==> src/design/f2h_pkg.sv <==
// ----------------------------------------------------------------------------
// f2h_pkg
// Shared types and constants for the binary32 to binary16 converter.
// ----------------------------------------------------------------------------
package f2h_pkg;

  localparam int SINGLE_W = 32;
  localparam int HALF_W   = 16;

  localparam logic [7:0] EXP_ALL_ONES = 8'hFF;
  localparam logic [7:0] EXP_OVF_MIN  = 8'd143;  // rebiased exponent >= 31
  localparam logic [7:0] EXP_SUB_MIN  = 8'd102;  // rebiased exponent >= -10
  localparam logic [7:0] EXP_REBIAS   = 8'd112;  // 127 - 15
  localparam logic [4:0] HALF_EXP_MAX = 5'h1F;

  typedef enum logic [2:0] {
    CLS_ZERO,
    CLS_SUB,
    CLS_NORM,
    CLS_INF,
    CLS_NAN
  } f2h_class_t;

  typedef struct packed {
    logic        sgn;
    f2h_class_t  cls;
    logic [4:0]  hexp;
    logic [3:0]  sub_shift;
    logic [22:0] man;
  } f2h_dec_t;

  typedef struct packed {
    logic       sgn;
    logic [4:0] hexp;
    logic [9:0] hman;
    logic       rnd;
  } f2h_aln_t;

endpackage

==> src/design/f2h_decode.sv <==
// ----------------------------------------------------------------------------
// f2h_decode
// Stage 1: splits the binary32 word, classifies it and rebiases the exponent.
// ----------------------------------------------------------------------------
module f2h_decode import f2h_pkg::*; (
  input  logic                clk,
  input  logic                rst_n,
  input  logic                up_valid,
  output logic                up_ready,
  input  logic [SINGLE_W-1:0] up_data,
  output logic                dn_valid,
  input  logic                dn_ready,
  output f2h_dec_t            dn_data
);

  logic     valid_r;
  f2h_dec_t data_r;
  f2h_dec_t data_nxt;
  logic [7:0] exp;

  assign up_ready = !valid_r || dn_ready;
  assign dn_valid = valid_r;
  assign dn_data  = data_r;
  assign exp      = up_data[30:23];

  always_comb begin
    data_nxt.sgn       = up_data[31];
    data_nxt.man       = up_data[22:0];
    data_nxt.hexp      = 5'(exp - EXP_REBIAS);
    data_nxt.sub_shift = 4'(EXP_REBIAS - exp);
    if (exp == EXP_ALL_ONES) begin
      data_nxt.cls = (up_data[22:0] == '0) ? CLS_INF : CLS_NAN;
    end else if (exp >= EXP_OVF_MIN) begin
      data_nxt.cls = CLS_INF;
    end else if (exp < EXP_SUB_MIN) begin
      data_nxt.cls = CLS_ZERO;
    end else if (exp <= EXP_REBIAS) begin
      data_nxt.cls = CLS_SUB;
    end else begin
      data_nxt.cls = CLS_NORM;
    end
  end

  always_ff @(posedge clk) begin
    if (!rst_n) begin
      valid_r <= 1'b0;
    end else if (up_ready) begin
      valid_r <= up_valid;
    end
  end

  always_ff @(posedge clk) begin
    if (up_ready && up_valid) begin
      data_r <= data_nxt;
    end
  end

endmodule

==> src/design/f2h_align.sv <==
// ----------------------------------------------------------------------------
// f2h_align
// Stage 2: selects the half mantissa and round bit, shifting subnormals.
// ----------------------------------------------------------------------------
module f2h_align import f2h_pkg::*; (
  input  logic     clk,
  input  logic     rst_n,
  input  logic     up_valid,
  output logic     up_ready,
  input  f2h_dec_t up_data,
  output logic     dn_valid,
  input  logic     dn_ready,
  output f2h_aln_t dn_data
);

  logic       valid_r;
  f2h_aln_t   data_r;
  f2h_aln_t   data_nxt;
  logic [10:0] sub_sig;

  assign up_ready = !valid_r || dn_ready;
  assign dn_valid = valid_r;
  assign dn_data  = data_r;

  // significand with implicit one, keeping the first dropped bit at the bottom
  assign sub_sig = {1'b1, up_data.man[22:13]} >> up_data.sub_shift;

  always_comb begin
    data_nxt.sgn  = up_data.sgn;
    data_nxt.hexp = '0;
    data_nxt.hman = '0;
    data_nxt.rnd  = 1'b0;
    case (up_data.cls)
      CLS_NAN: begin
        data_nxt.hexp = HALF_EXP_MAX;
        data_nxt.hman = (up_data.man[22:13] == '0) ? 10'd1 : up_data.man[22:13];
      end
      CLS_INF: begin
        data_nxt.hexp = HALF_EXP_MAX;
      end
      CLS_SUB: begin
        data_nxt.hman = sub_sig[10:1];
        data_nxt.rnd  = sub_sig[0];
      end
      CLS_NORM: begin
        data_nxt.hexp = up_data.hexp;
        data_nxt.hman = up_data.man[22:13];
        data_nxt.rnd  = up_data.man[12];
      end
      default: begin
        data_nxt.hexp = '0;
      end
    endcase
  end

  always_ff @(posedge clk) begin
    if (!rst_n) begin
      valid_r <= 1'b0;
    end else if (up_ready) begin
      valid_r <= up_valid;
    end
  end

  always_ff @(posedge clk) begin
    if (up_ready && up_valid) begin
      data_r <= data_nxt;
    end
  end

endmodule

==> src/design/f2h_round.sv <==
// ----------------------------------------------------------------------------
// f2h_round
// Stage 3: adds the round bit; the carry runs into the exponent field.
// ----------------------------------------------------------------------------
module f2h_round import f2h_pkg::*; (
  input  logic              clk,
  input  logic              rst_n,
  input  logic              up_valid,
  output logic              up_ready,
  input  f2h_aln_t          up_data,
  output logic              dn_valid,
  input  logic              dn_ready,
  output logic [HALF_W-1:0] dn_data
);

  logic              valid_r;
  logic [HALF_W-1:0] data_r;
  logic [HALF_W-1:0] data_nxt;
  logic [14:0]       mag;

  assign up_ready = !valid_r || dn_ready;
  assign dn_valid = valid_r;
  assign dn_data  = data_r;

  // exponent 30 plus carry lands on infinity with a zero mantissa
  assign mag      = {up_data.hexp, up_data.hman} + 15'(up_data.rnd);
  assign data_nxt = {up_data.sgn, mag};

  always_ff @(posedge clk) begin
    if (!rst_n) begin
      valid_r <= 1'b0;
    end else if (up_ready) begin
      valid_r <= up_valid;
    end
  end

  always_ff @(posedge clk) begin
    if (up_ready && up_valid) begin
      data_r <= data_nxt;
    end
  end

endmodule

==> src/design/float32_to_float16_converter_top.sv <==
// ----------------------------------------------------------------------------
// float32_to_float16_converter_top
// Converts binary32 bit patterns to binary16 bit patterns, one per cycle while out_tready is high.
// ----------------------------------------------------------------------------
// Usage:
//   in_*  : one binary32 word per transaction on in_tdata.
//   out_* : one binary16 word per transaction on out_tdata, same order.
//   Three register stages: decode/classify, align/shift, round/pack.
//   Each word passes through the decode, align and round registers in that
//   order; out_tvalid rises once it is held in the round register.
//   Throughput is one transaction per cycle while out_tready is high; each
//   stage holds its own valid bit, so bubbles are squeezed out and
//   in_tready stays high while any stage is empty.
//   When out_tready is low, the output stage holds its word and the stages
//   behind it fill; in_tready drops only once all three stages are full.
//   Reset empties the pipeline; there is no other state.
//   Rounding adds the first dropped bit (ties away from zero); NaN payloads
//   keep their top ten bits and become 1 when those are all zero.
// ----------------------------------------------------------------------------
module float32_to_float16_converter_top import f2h_pkg::*; (
  input  logic        clk,
  input  logic        rst_n,
  input  logic        in_tvalid,
  output logic        in_tready,
  input  logic [31:0] in_tdata,   // [31:0] single_bits
  output logic        out_tvalid,
  input  logic        out_tready,
  output logic [15:0] out_tdata   // [15:0] half_bits
);

  logic     dec_valid;
  logic     dec_ready;
  f2h_dec_t dec_data;
  logic     aln_valid;
  logic     aln_ready;
  f2h_aln_t aln_data;

  f2h_decode u_decode (
    .clk      (clk),
    .rst_n    (rst_n),
    .up_valid (in_tvalid),
    .up_ready (in_tready),
    .up_data  (in_tdata),
    .dn_valid (dec_valid),
    .dn_ready (dec_ready),
    .dn_data  (dec_data)
  );

  f2h_align u_align (
    .clk      (clk),
    .rst_n    (rst_n),
    .up_valid (dec_valid),
    .up_ready (dec_ready),
    .up_data  (dec_data),
    .dn_valid (aln_valid),
    .dn_ready (aln_ready),
    .dn_data  (aln_data)
  );

  f2h_round u_round (
    .clk      (clk),
    .rst_n    (rst_n),
    .up_valid (aln_valid),
    .up_ready (aln_ready),
    .up_data  (aln_data),
    .dn_valid (out_tvalid),
    .dn_ready (out_tready),
    .dn_data  (out_tdata)
  );

endmodule

==> config.mk <==
export PLATFORM = sky130hd
export DESIGN_NAME = float32_to_float16_converter_top
export DESIGN_NICKNAME = d
export VERILOG_FILES = /design/src/design/f2h_pkg.sv /design/src/design/f2h_decode.sv /design/src/design/f2h_align.sv /design/src/design/f2h_round.sv /design/src/design/float32_to_float16_converter_top.sv
export SDC_FILE = /design/constraint.sdc
export NUM_CORES = 1
export LEC_CHECK = 0
export BUFFER_PORTS_ARGS = -buffer_cell sky130_fd_sc_hd__buf_4
export CORE_MARGIN = 5
export CORE_UTILIZATION = 38
export CTS_CLUSTER_DIAMETER = 40
export DETAILED_ROUTE_END_ITERATION = 7
export HOLD_SLACK_MARGIN = 0.02
export MAX_ROUTING_LAYER = met4
export SLEW_MARGIN = 20
export SYNTH_ARGS = -nofsm -noshare
export SYNTH_HDL_FRONTEND = slang
export SYNTH_SLANG_ARGS = --single-unit
==> constraint.sdc <==
create_clock -name clk -period 2.62 [get_ports clk]
set_clock_uncertainty 0.15 [all_clocks]
set_input_delay 0.262 -clock clk [delete_from_list [all_inputs] [get_ports clk]]
set_output_delay 0.262 -clock clk [all_outputs]
set_load 0.005 [all_outputs]
## Word level (Yosys, flattened, before mapping)

Index checks and enable logic that the tools add are counted.

| word-level totals | value |
|---|---|
| flip-flop bits (word level) | 72 |
| input bits | 36 |
| output and inout port bits | 18 |
| logic and storage cells | 46 |

| operators by class | value |
|---|---|
| add/sub/neg operators | 3 |
| $lt $le $gt $ge | 3 |
| equality and inequality tests | 5 |
| shift operators | 1 |
| mux-type cells | 9 |
| reduce and logical (&&, ||, !) cells | 12 |

Operators by type and width:

| kind | number |
|---|---|
| 10-bit case mux with 3 select lines | 1 |
| 23-bit zero test | 1 |
| 15-bit by 1-bit adder with 15-bit output | 1 |
| 3-bit 2-to-1 mux | 4 |
| 11-bit by 4-bit >> shifter with 11-bit output | 1 |
| 10-bit zero test | 1 |
| 10-bit 2-to-1 mux | 1 |
| 5-bit case mux with 2 select lines | 1 |
| 8-bit equality test, second input constant | 1 |
| 8-bit greater-or-equal comparator, second input constant | 1 |
| 8-bit by 7-bit less-or-equal comparator with 1-bit output, second input constant | 1 |
| 8-bit by 7-bit less-than comparator with 1-bit output, second input constant | 1 |
| 3-bit by 2-bit equality test with 1-bit output, second input constant | 2 |
| 5-bit subtractor, second input constant | 1 |
| 1-bit by 4-bit subtractor with 4-bit output, first input constant | 1 |
| 3-bit by 1-bit equality test with 1-bit output, second input constant | 1 |
| 3-bit equality test, second input constant | 1 |
| 1-bit logical AND | 3 |
| 1-bit zero test | 3 |
| 1-bit logical OR | 3 |
| 2-bit 2-to-1 mux | 1 |
| 1-bit case mux with 2 select lines | 1 |
| 2-bit OR reduction | 1 |

## Longest topological paths before layout

Gate-level depths: netlist of run 1.

| depth | value |
|---|---|
| depth in word-level cells | 5 |
| gate-level depth with buffers | 6 |

## Hierarchy

A second synthesis of run 1 with hierarchy kept.

| second synthesis, totals | value |
|---|---|
| cells, all modules | 222 |
| area, all modules | 3191.8 µm² |

By module, submodules not included:

| module | times used | cells each | area each (µm²) |
|---|---|---|---|
| f2h_decode | 1 | 68 | 1285.0 |
| f2h_align | 1 | 94 | 1089.8 |
| f2h_round | 1 | 60 | 817.0 |

## Worst setup path before layout of run 1

OpenSTA, ideal clock, no wires.

| timing | value |
|---|---|
| path kind | register -> register |
| start point | register u_round.valid_r, in the netlist u_round.dn_valid |
| end point | register u_align.data_r, in the netlist u_align.dn_data[0], enable pin |
| setup time | 417 ps |
| arrival | 1790 ps |
| data required time | 2053 ps |
| slack | 263 ps |
| stages on the path, launching flop included | 3 |
| path buffers | 0 |
| cells stage by stage | dfxtp_1 > nor2b_1 > a21boi_0 |

| on the way | value |
|---|---|
| longest elaborated chain between the ends | 4 |

RTL lines:

| element | RTL line | source |
|---|---|---|
| start, declared | f2h_round.sv:16 | `logic valid_r;` |
| start signal, assigned | f2h_round.sv:33 | `valid_r <= up_valid;` |
| 1-bit zero test | f2h_round.sv:21 | `assign up_ready = !valid_r \|\| dn_ready;` |
| 1-bit logical OR | f2h_round.sv:21 |  |
| 1-bit logical OR | f2h_align.sv:21 | `assign up_ready = !valid_r \|\| dn_ready;` |
| 1-bit logical AND | f2h_align.sv:65 | `if (up_ready && up_valid) begin` |
| end signal, assigned | f2h_align.sv:66 | `data_r <= data_nxt;` |
| end, declared | f2h_align.sv:17 | `f2h_aln_t data_r;` |

Every way passes these cells.
A chain may end at the register's enable or synchronous reset.

==> impl_metrics.toml, run 1 <==
[run_status]
outcome = "completed"

[clock_network]
cts_tree = "built"
clk_latency_ns = 0.33
clock_path_buffers = 2
ctsResizeCount = 0
ctsHoldBuffers = 17
ctsHtreeMaxLevel = 3
cts_buffers = 9
postCtsSetupBuffers = 0
clockRootBuffer = "clkbuf_8"
clk_pin_slew_ns = 0.07
cts_sinks = 59

[route]
drt-total-wl_mm = 5.55
antenna_left = 0
vias_per_cell = 4.87
drc = 0
num_vias = 1962
wl_per_cell_um = 13.8
drt-pass1-iter-count = 4
drt_iter0_markers = 114

[setup_path]
cp_cell_sequence = "mux4_2, mux2i_1, or2_1, o221ai_1"
max_stage_delay_ns = 0.70
reg2reg_from = "u_decode.dn_data[24]$_DFFE_PP_"
cp_slowest_cell = "edfxtp_1"
path_max_fanout = 13
crit_start = "u_decode.dn_data[24]$_DFFE_PP_"
start_kind = "register"
end_kind = "register"
crit_required_ns = 2.54
cp.arrival_ns = 2.03
critPathKind = "register to register"

[logic_synthesis]
async_reset_ff_share_pct = 0
yosysSeqAreaShare_pct = 60.8
syn_inst = 218
ys_ff_latch = 59
synth-main-ff-cell = "edfxtp_1"
avgSynthCellArea_um2 = 13.1
yosysWarnings = 0
synth_edf_count = 56
synth_area_mm2 = 0.00287
ys_types = 42
synthesis.nets = 258

[grt]
grt_pass1_vias = 2110
grt_pass1_wl_mm = 9.63
grt-ovfl-total = 0
grt_use_total_pct = 12.9
antenna_found_initial = 0
grt_max_degree = 24

[floorplan]
initial_core_util_pct = 39.3
die_w_um = 96.8
rows = 31
core-area_mm2 = 0.00729
die_h_um = 96.8
die_area_mm2 = 0.00938
ios = 54

[finish]
mostFrequentLayoutCells = "buf_4, edfxtp_1, dlygate4sd3_1"
final_cells = 403
drive_gt1_share_pct = 27.3
area_growth_pct = 32.3
diodes = 0
final_common_cell = "buf_4"
nFillCells = 650
nNetsFinal = 339

[sta]
slew-limit-headroom_pct = 63.0
finalSetupViolations = 0
post-route-min-period_ns = 2.12
rsz0062_at_grt = "no"
slew_viol_final = 0
fin_crit_sh_pct = 80.7
setup_tns_ns = 0
hold_violations = 0
tightest_slew_ns = 0.555
max_freq_mhz = 473

[worst_hold_path]
hp-start = "in_tdata[27]"
hold_path.class = "input port to register"

[job]
drv_cap = 0

[placement]
dp.cells = 370
place.gp.congestion = 0.866
place_hpwl_mm = 4.12
port_buffers = 53

[power_and_ir_drop]
leakage_nw = 1.40
ir_drop_uv = 317
power_density_mw_per_mm2 = 627
p_total_mw = 2.38
==> per-layer routing <==
| layer | up-vias | wire length (um) | share of wire (%) | GRT usage (%) |
|---|---|---|---|---|
| met2 | 64 | 2690 | 48 | 20.8 |
| met5 | - | 0 | 0 | - |
| met4 | 0 | 76 | 1.4 | 6.16 |
| met1 | 889 | 2480 | 45 | 15.1 |
| li1 | 1001 | - | - | - |
| met3 | 8 | 307 | 5.5 | 3.38 |
==> through the flow <==
step                hold slack, ns  utilization, %  cell area (um2)  worst slack [ns]
floorplan                    0.211               -             2870             0.263
global placement             0.252            46.6             3400             0.588
detailed placement           0.256            46.6             3400             0.540
CTS                         0.0323            52.0             3790             0.531
global route                0.0465            52.0             3790             0.403
finish                      0.0507            52.0             3790             0.505
==> Yosys cell counts, types with 2 or more instances <==
cell | number | area (um2)
edfxtp_1 | 56 | 1680
nand2_1 | 14 | 52.6
nor2_1 | 12 | 45.0
xnor2_1 | 12 | 105
nand3_1 | 9 | 45.0
nor2b_1 | 9 | 56.3
inv_1 | 8 | 30.0
o21ai_0 | 8 | 40.0
mux2i_1 | 7 | 70.1
nor4_1 | 7 | 43.8
a21oi_1 | 6 | 30.0
mux4_2 | 6 | 135
nand2b_1 | 6 | 37.5
nor3_1 | 5 | 25.0
ha_1 | 4 | 50.1
a21boi_0 | 3 | 22.5
and3_1 | 3 | 18.8
and4_1 | 3 | 26.3
buf_4 | 3 | 22.5
dfxtp_1 | 3 | 60.1
nand4_1 | 3 | 18.8
nor3b_1 | 3 | 22.5
o32ai_1 | 3 | 26.3
xor2_1 | 3 | 26.3
a22o_1 | 2 | 17.5
a31oi_1 | 2 | 12.5
o21a_1 | 2 | 15.0
o221ai_1 | 2 | 17.5
==> where the power goes <==
group / switching [mW] / internal (mW)
registers: 0.0588 / 1.11
clock network: 0.386 / 0.541
logic: 0.124 / 0.158
==> sequential cells by signal (all words and copies together) (netlist names) <==
register           count
u_round.dn_data       16
u_round.dn_valid       1
u_decode.dn_data      23
u_align.dn_data       17
u_align.dn_valid       1
u_decode.dn_valid      1
==> cells by family (layout without fill, tap and decap cells) <==
kind of cell | count (synthesis) | after routing | synth area share (%)
flops | 59 | 59 | 60.8
fa+ha+maj | 4 | 4 | 1.75
compound gates | 35 | 35 | 8.73
buf+inv | 13 | 99 | 2.10
simple gates | 79 | 79 | 14.9
xor+xnor | 15 | 15 | 4.59
mux | 13 | 13 | 7.16
==> worst max-delay path: cells and delay by family (launching register included) <==
kind / cells / cell delay (ns)
compound gates: 1 / 0.11
flops: 1 / 0.70
mux: 2 / 0.76
simple gates: 1 / 0.12
==> worst paths after layout <==
kind	endpoint	slack (ns)	depth (start not counted)
worst max register to register	u_align.dn_data[1]$_DFFE_PP_	0.50	4
worst min-delay path	u_decode.dn_data[31]$_DFFE_PP_	0.05	2
worst min register to register	u_align.dn_data[16]$_DFFE_PP_	0.27	0
worst max-delay path	u_align.dn_data[1]$_DFFE_PP_	0.50	4
==> area by class of cell <==
class | count | area (um2) | share of cell area [%]
Clock buffer | 9 | 124 | 3.27
Clock inverter | 7 | 100 | 2.64
Inverter | 9 | 33.8 | 0.891
Multi-Input combinational cell | 146 | 1070 | 28.2
Sequential cell | 59 | 1740 | 45.9
Tap cell | 99 | 124 | 3.27
Timing Repair Buffer | 74 | 598 | 15.8
Note: power is estimated with default switching activity, not from simulation.
==> run 2, diff against run 1 <==
==> constraint.sdc (replaced) <==
create_clock -name clk -period 2.05 [get_ports clk]
set_clock_uncertainty 0.15 [all_clocks]
set_input_delay 0.205 -clock clk [delete_from_list [all_inputs] [get_ports clk]]
set_output_delay 0.205 -clock clk [all_outputs]
set_load 0.005 [all_outputs]
==> run 2 against run 1 <==
Against the previous run:
- largest power group unchanged
- clock power rose by 10%
- highest routed layer unchanged
- non-clock buffer count rose by 9
- critical path type unchanged
- global-route usage barely moved
- register-to-register slack got worse by 0.34 ns
- combinational power rose by 40%
- die area did not move
- flip-flop and latch count did not move
- largest cell class unchanged
==> impl_metrics.toml, run 2 (same netlist as run 1, synthesis figures left out) <==
[run_status]
outcome = "completed"

[power_and_ir_drop]
leakage_nw = 1.43
power_density_mw_per_mm2 = 757
clkPwrFrac_pct = 35.2
p_int_mw = 2.19
switchingPower_mw = 0.707
p_seq_share_pct = 51.2
switching_share_pct = 24.4
p_total_mw = 2.90
power_frac_comb_pct = 13.6
ir_drop_uv = 336

[route]
vias_per_cell = 4.89
drc = 0
drt-total-wl_mm = 5.68
antenna_left = 0
num_vias = 2016
drt_iter0_markers = 69
wl_per_cell_um = 13.8
drt-pass1-iter-count = 4

[floorplan]
die_h_um = 96.8
initial_core_util_pct = 39.3
die_w_um = 96.8
rows = 31
die_area_mm2 = 0.00938
ios = 54
core-area_mm2 = 0.00729

[clock_network]
clk_pin_slew_ns = 0.07
clk_latency_ns = 0.33
clock_path_buffers = 2
cts_sinks = 59
cts_tree = "built"
clockRootBuffer = "clkbuf_8"
ctsHtreeMaxLevel = 3
ctsResizeCount = 0
cts_buffers = 9

[setup_path]
reg2reg_from = "u_decode.dn_data[13]$_DFFE_PP_"
path_max_fanout = 4
end_kind = "register"
start_kind = "register"
critPathKind = "register to register"
r2r_setup_slack_ns = 0.16
cp.arrival_ns = 1.80
ff2ff_path_depth = 5
r2r_end = "u_align.dn_data[6]$_DFFE_PP_"
cp-endpoint = "u_align.dn_data[6]$_DFFE_PP_"
crit_required_ns = 1.96
crit_start = "u_decode.dn_data[13]$_DFFE_PP_"

[sta]
rsz0062_at_grt = "no"
slew_viol_final = 0
hold_violations = 0
finalSetupViolations = 0
tightest_slew_ns = 0.427
setup_tns_ns = 0
slew-limit-headroom_pct = 71.3
post-route-min-period_ns = 1.89
max_freq_mhz = 530
fin_crit_sh_pct = 92.1

[placement]
place_hpwl_mm = 4.29
port_buffers = 53
dp.cells = 377
place.gp.congestion = 0.876
placedInstanceArea_mm2 = 0.00345

[grt]
grt_pass1_wl_mm = 9.52
grt_pass1_vias = 2016
grt_max_degree = 24
grt_use_total_pct = 13.0
grt-ovfl-total = 0
antenna_found_initial = 0

[finish]
final_common_cell = "buf_4"
final_cells = 412
nNetsFinal = 348
largest_reg_flops = 23
mostFrequentLayoutCells = "buf_4, edfxtp_1, dlygate4sd3_1"
area_growth_pct = 33.8
finalInstanceArea_mm2 = 0.00383
nFillCells = 668
drive_gt1_share_pct = 28.8
diodes = 0

[worst_hold_path]
hold_path.class = "input port to register"

[job]
drv_cap = 0
## run 2: cell count changes in the layout (fill, tap and decap cells not counted)
cell / delta
buf_4: +7
bufinv_16: -1
inv_6: -2
clkinvlp_4: -1
dlygate4sd3_1: +2
clkinv_2: +3
clkinv_4: +1
## run 2: critical path, stage by stage (launching register included)
cell	delay (ns)
edfxtp_1	0.46
nor4_1	0.35
nand4_1	0.19
a21boi_0	0.21
buf_4	0.16
o32ai_1	0.08
## run 2: repair_timing
action / in CTS / in global routing
hold buffers: 19 / 0
buffers inserted: 0 / 0
hold endpoints to repair: 20 / 0
endpoints found under the setup margin: 0 / 0
## run 2: worst min path at each step
stage                                     endpoint         start  slack (ns)  cells after the start
floorplan           u_decode.dn_data[12]$_DFFE_PP_  in_tdata[12]        0.15                      0
global placement    u_decode.dn_data[35]$_DFFE_PP_  in_tdata[31]        0.23                      1
detailed placement  u_decode.dn_data[35]$_DFFE_PP_  in_tdata[31]        0.24                      1
CTS                 u_decode.dn_data[33]$_DFFE_PP_  in_tdata[30]        0.04                      2
global route        u_decode.dn_data[33]$_DFFE_PP_  in_tdata[30]        0.03                      2
finish              u_decode.dn_data[33]$_DFFE_PP_  in_tdata[30]        0.05                      2
## run 2: power by group through the flow
stage | logic, mW | registers (mW) | clock network [mW]
after CTS | 0.398 | 1.49 | 1.05
after global routing | 0.437 | 1.50 | 1.12
after global placement | 0.374 | 1.51 | 0
after floorplan | 0.217 | 1.49 | 0
final | 0.395 | 1.49 | 1.02
after detailed placement | 0.369 | 1.51 | 0
## run 2: cell type report
cell class | instances | area [um2] | share of cell area (%)
Clock buffer | 9 | 124 | 3.23
Clock inverter | 7 | 68.8 | 1.80
Inverter | 9 | 33.8 | 0.881
Multi-Input combinational cell | 146 | 1070 | 27.9
Sequential cell | 59 | 1740 | 45.4
Tap cell | 99 | 124 | 3.23
Timing Repair Buffer | 83 | 671 | 17.5
## run 2: layer usage
layer | GRT usage, % | share of wire (%) | vias up
met5 | - | 0 | -
met4 | 5.40 | 0.90 | 0
met3 | 4.03 | 6.5 | 9
met2 | 21.0 | 48 | 71
met1 | 14.9 | 44 | 917
li1 | - | - | 1019
## run 2: metrics by stage
| step | util (%) | setup WS, ns | hold WS (ns) |
|---|---|---|---|
| after floorplan | - | 0.134 | 0.154 |
| after global placement | 47.3 | 0.152 | 0.234 |
| after detailed placement | 47.3 | 0.178 | 0.235 |
| after CTS | 52.6 | 0.155 | 0.0355 |
| after global routing | 52.6 | 0.0360 | 0.0324 |
| final | 52.6 | 0.162 | 0.0549 |
==> run 3, diff against run 2 <==
==> constraint.sdc (replaced) <==
create_clock -name clk -period 2.15 [get_ports clk]
set_clock_uncertainty 0.15 [all_clocks]
set_input_delay 0.215 -clock clk [delete_from_list [all_inputs] [get_ports clk]]
set_output_delay 0.215 -clock clk [all_outputs]
set_load 0.005 [all_outputs]
==> run 3 against run 2 <==
Against the previous run:
- combinational power down 5.6%
- die area unchanged
- worst hold slack worse by 0.013 ns
- critical endpoint is now u_align.dn_data[1]$_DFFE_PP_
- sequential power down 5%
- maximum frequency down 2.6%
- global-route usage down 0.14 points
==> impl_metrics.toml, run 3 (same netlist as run 1, synthesis figures left out) <==
[placement]
port_buffers = 53
place_hpwl_mm = 4.20
place.gp.congestion = 0.913

[sta]
finalSetupViolations = 0
slew_viol_final = 0
rsz0062_at_grt = "no"
setup_tns_ns = 0
slew-limit-headroom_pct = 68.7
post-route-min-period_ns = 1.94
tightest_slew_ns = 0.470
whs_ns = 0.0417
fin_crit_sh_pct = 90.2
hold_violations = 0
max_freq_mhz = 516

[power_and_ir_drop]
power_density_mw_per_mm2 = 690
leakage_nw = 1.41
ir_drop_uv = 330

[floorplan]
die_area_mm2 = 0.00938
die_h_um = 96.8
die_w_um = 96.8
ios = 54
rows = 31
core-area_mm2 = 0.00729
initial_core_util_pct = 39.3

[setup_path]
start_kind = "register"
path_delay_family = "multiplexers"
crit_required_ns = 2.06
crit_buf_inv = 0
cp.arrival_ns = 1.85
cp_cell_sequence = "mux4_2, mux2i_1, or2_1, o221ai_1"
max_stage_delay_ns = 0.63
crit_start = "u_decode.dn_data[23]$_DFFE_PP_"
reg2reg_from = "u_decode.dn_data[23]$_DFFE_PP_"
critPathKind = "register to register"
cp_slowest_cell = "edfxtp_1"
end_kind = "register"
path_max_fanout = 12

[route]
drc = 0
drt-pass1-iter-count = 4
wl_per_cell_um = 13.8
num_vias = 2044
drt-total-wl_mm = 5.65
vias_per_cell = 4.99
drt_iter0_markers = 90
antenna_left = 0

[finish]
mostFrequentLayoutCells = "buf_4, edfxtp_1, dlygate4sd3_1"
area_growth_pct = 32.0
final_common_cell = "buf_4"
drive_gt1_share_pct = 28.0
nFillCells = 670
nNetsFinal = 346
diodes = 0
largest_reg_flops = 23

[clock_network]
cts_tree = "built"
ctsHtreeMaxLevel = 3
ctsResizeCount = 0
postCtsSetupBuffers = 0
clock_path_buffers = 2
cts_buffers = 9
clockRootBuffer = "clkbuf_8"
cts_sinks = 59
clk_latency_ns = 0.33
ctsHoldBuffers = 18
clk_pin_slew_ns = 0.07

[grt]
grt_pass1_vias = 2009
grt-ovfl-total = 0
grt_pass1_wl_mm = 9.49
antenna_found_initial = 0
grt_max_degree = 24
grt_use_total_pct = 12.8

[worst_hold_path]
hold_path.class = "input port to register"
hp-start = "in_tvalid"

[job]
drv_cap = 0

[run_status]
outcome = "completed"
## run 3: cell count changes in the layout (fill, tap and decap cells not counted), sizes merged
cell / previous run / this run
clkinv: 4 / 6
clkinvlp: 2 / 0
buf: 64 / 63
bufinv: 1 / 0
clkbuf: 9 / 10
dlygate4sd3: 19 / 18
## run 3: metal layers
metal	global-route usage (%)	share of wire [%]	vias up
li1	-	-	1015
met3	3.53	6.4	14
met4	6.26	2.6	0
met2	19.6	48	79
met1	15.7	43	936
met5	-	0	-
## run 3: worst min-delay path: stages
cell	delay (ns)
buf_4	0.11
inv_1	0.07
a21boi_0	0.08
## run 3: cell type report
type | instances | area, um2 | share of cell area (%)
Timing Repair Buffer | 81 | 653 | 17.3
Tap cell | 99 | 124 | 3.27
Clock buffer | 10 | 128 | 3.37
Multi-Input combinational cell | 146 | 1070 | 28.3
Sequential cell | 59 | 1740 | 46.0
Clock inverter | 6 | 32.5 | 0.860
Inverter | 9 | 33.8 | 0.893
## run 3: power breakdown
| group | leakage (nW) | switching, mW | internal, mW |
|---|---|---|---|
| Combinational | 0.775 | 0.167 | 0.207 |
| Clock | 0.0872 | 0.415 | 0.407 |
| Sequential | 0.550 | 0.0618 | 1.35 |
## run 3: metrics by stage
stage	util, %	cell area [um2]	worst slack [ns]	std cells	power [mW]
final	51.9	3780	0.211	410	2.61
after CTS	51.9	3780	0.227	410	2.64
after global placement	47.2	3440	0.239	376	1.79
after detailed placement	47.2	3440	0.230	376	1.79
after global routing	51.9	3780	0.0652	410	2.75
after floorplan	-	2870	0.234	218	1.63
## run 3: path summary, 6_finish.rpt
check	to	slack, ns	depth (start not counted)
setup / recovery	u_align.dn_data[1]$_DFFE_PP_	0.21	4
hold / removal	u_decode.dn_valid$_SDFFE_PN0N_	0.04	3
setup reg to reg	u_align.dn_data[1]$_DFFE_PP_	0.21	4
hold reg to reg	u_round.dn_data[15]$_DFFE_PP_	0.27	0
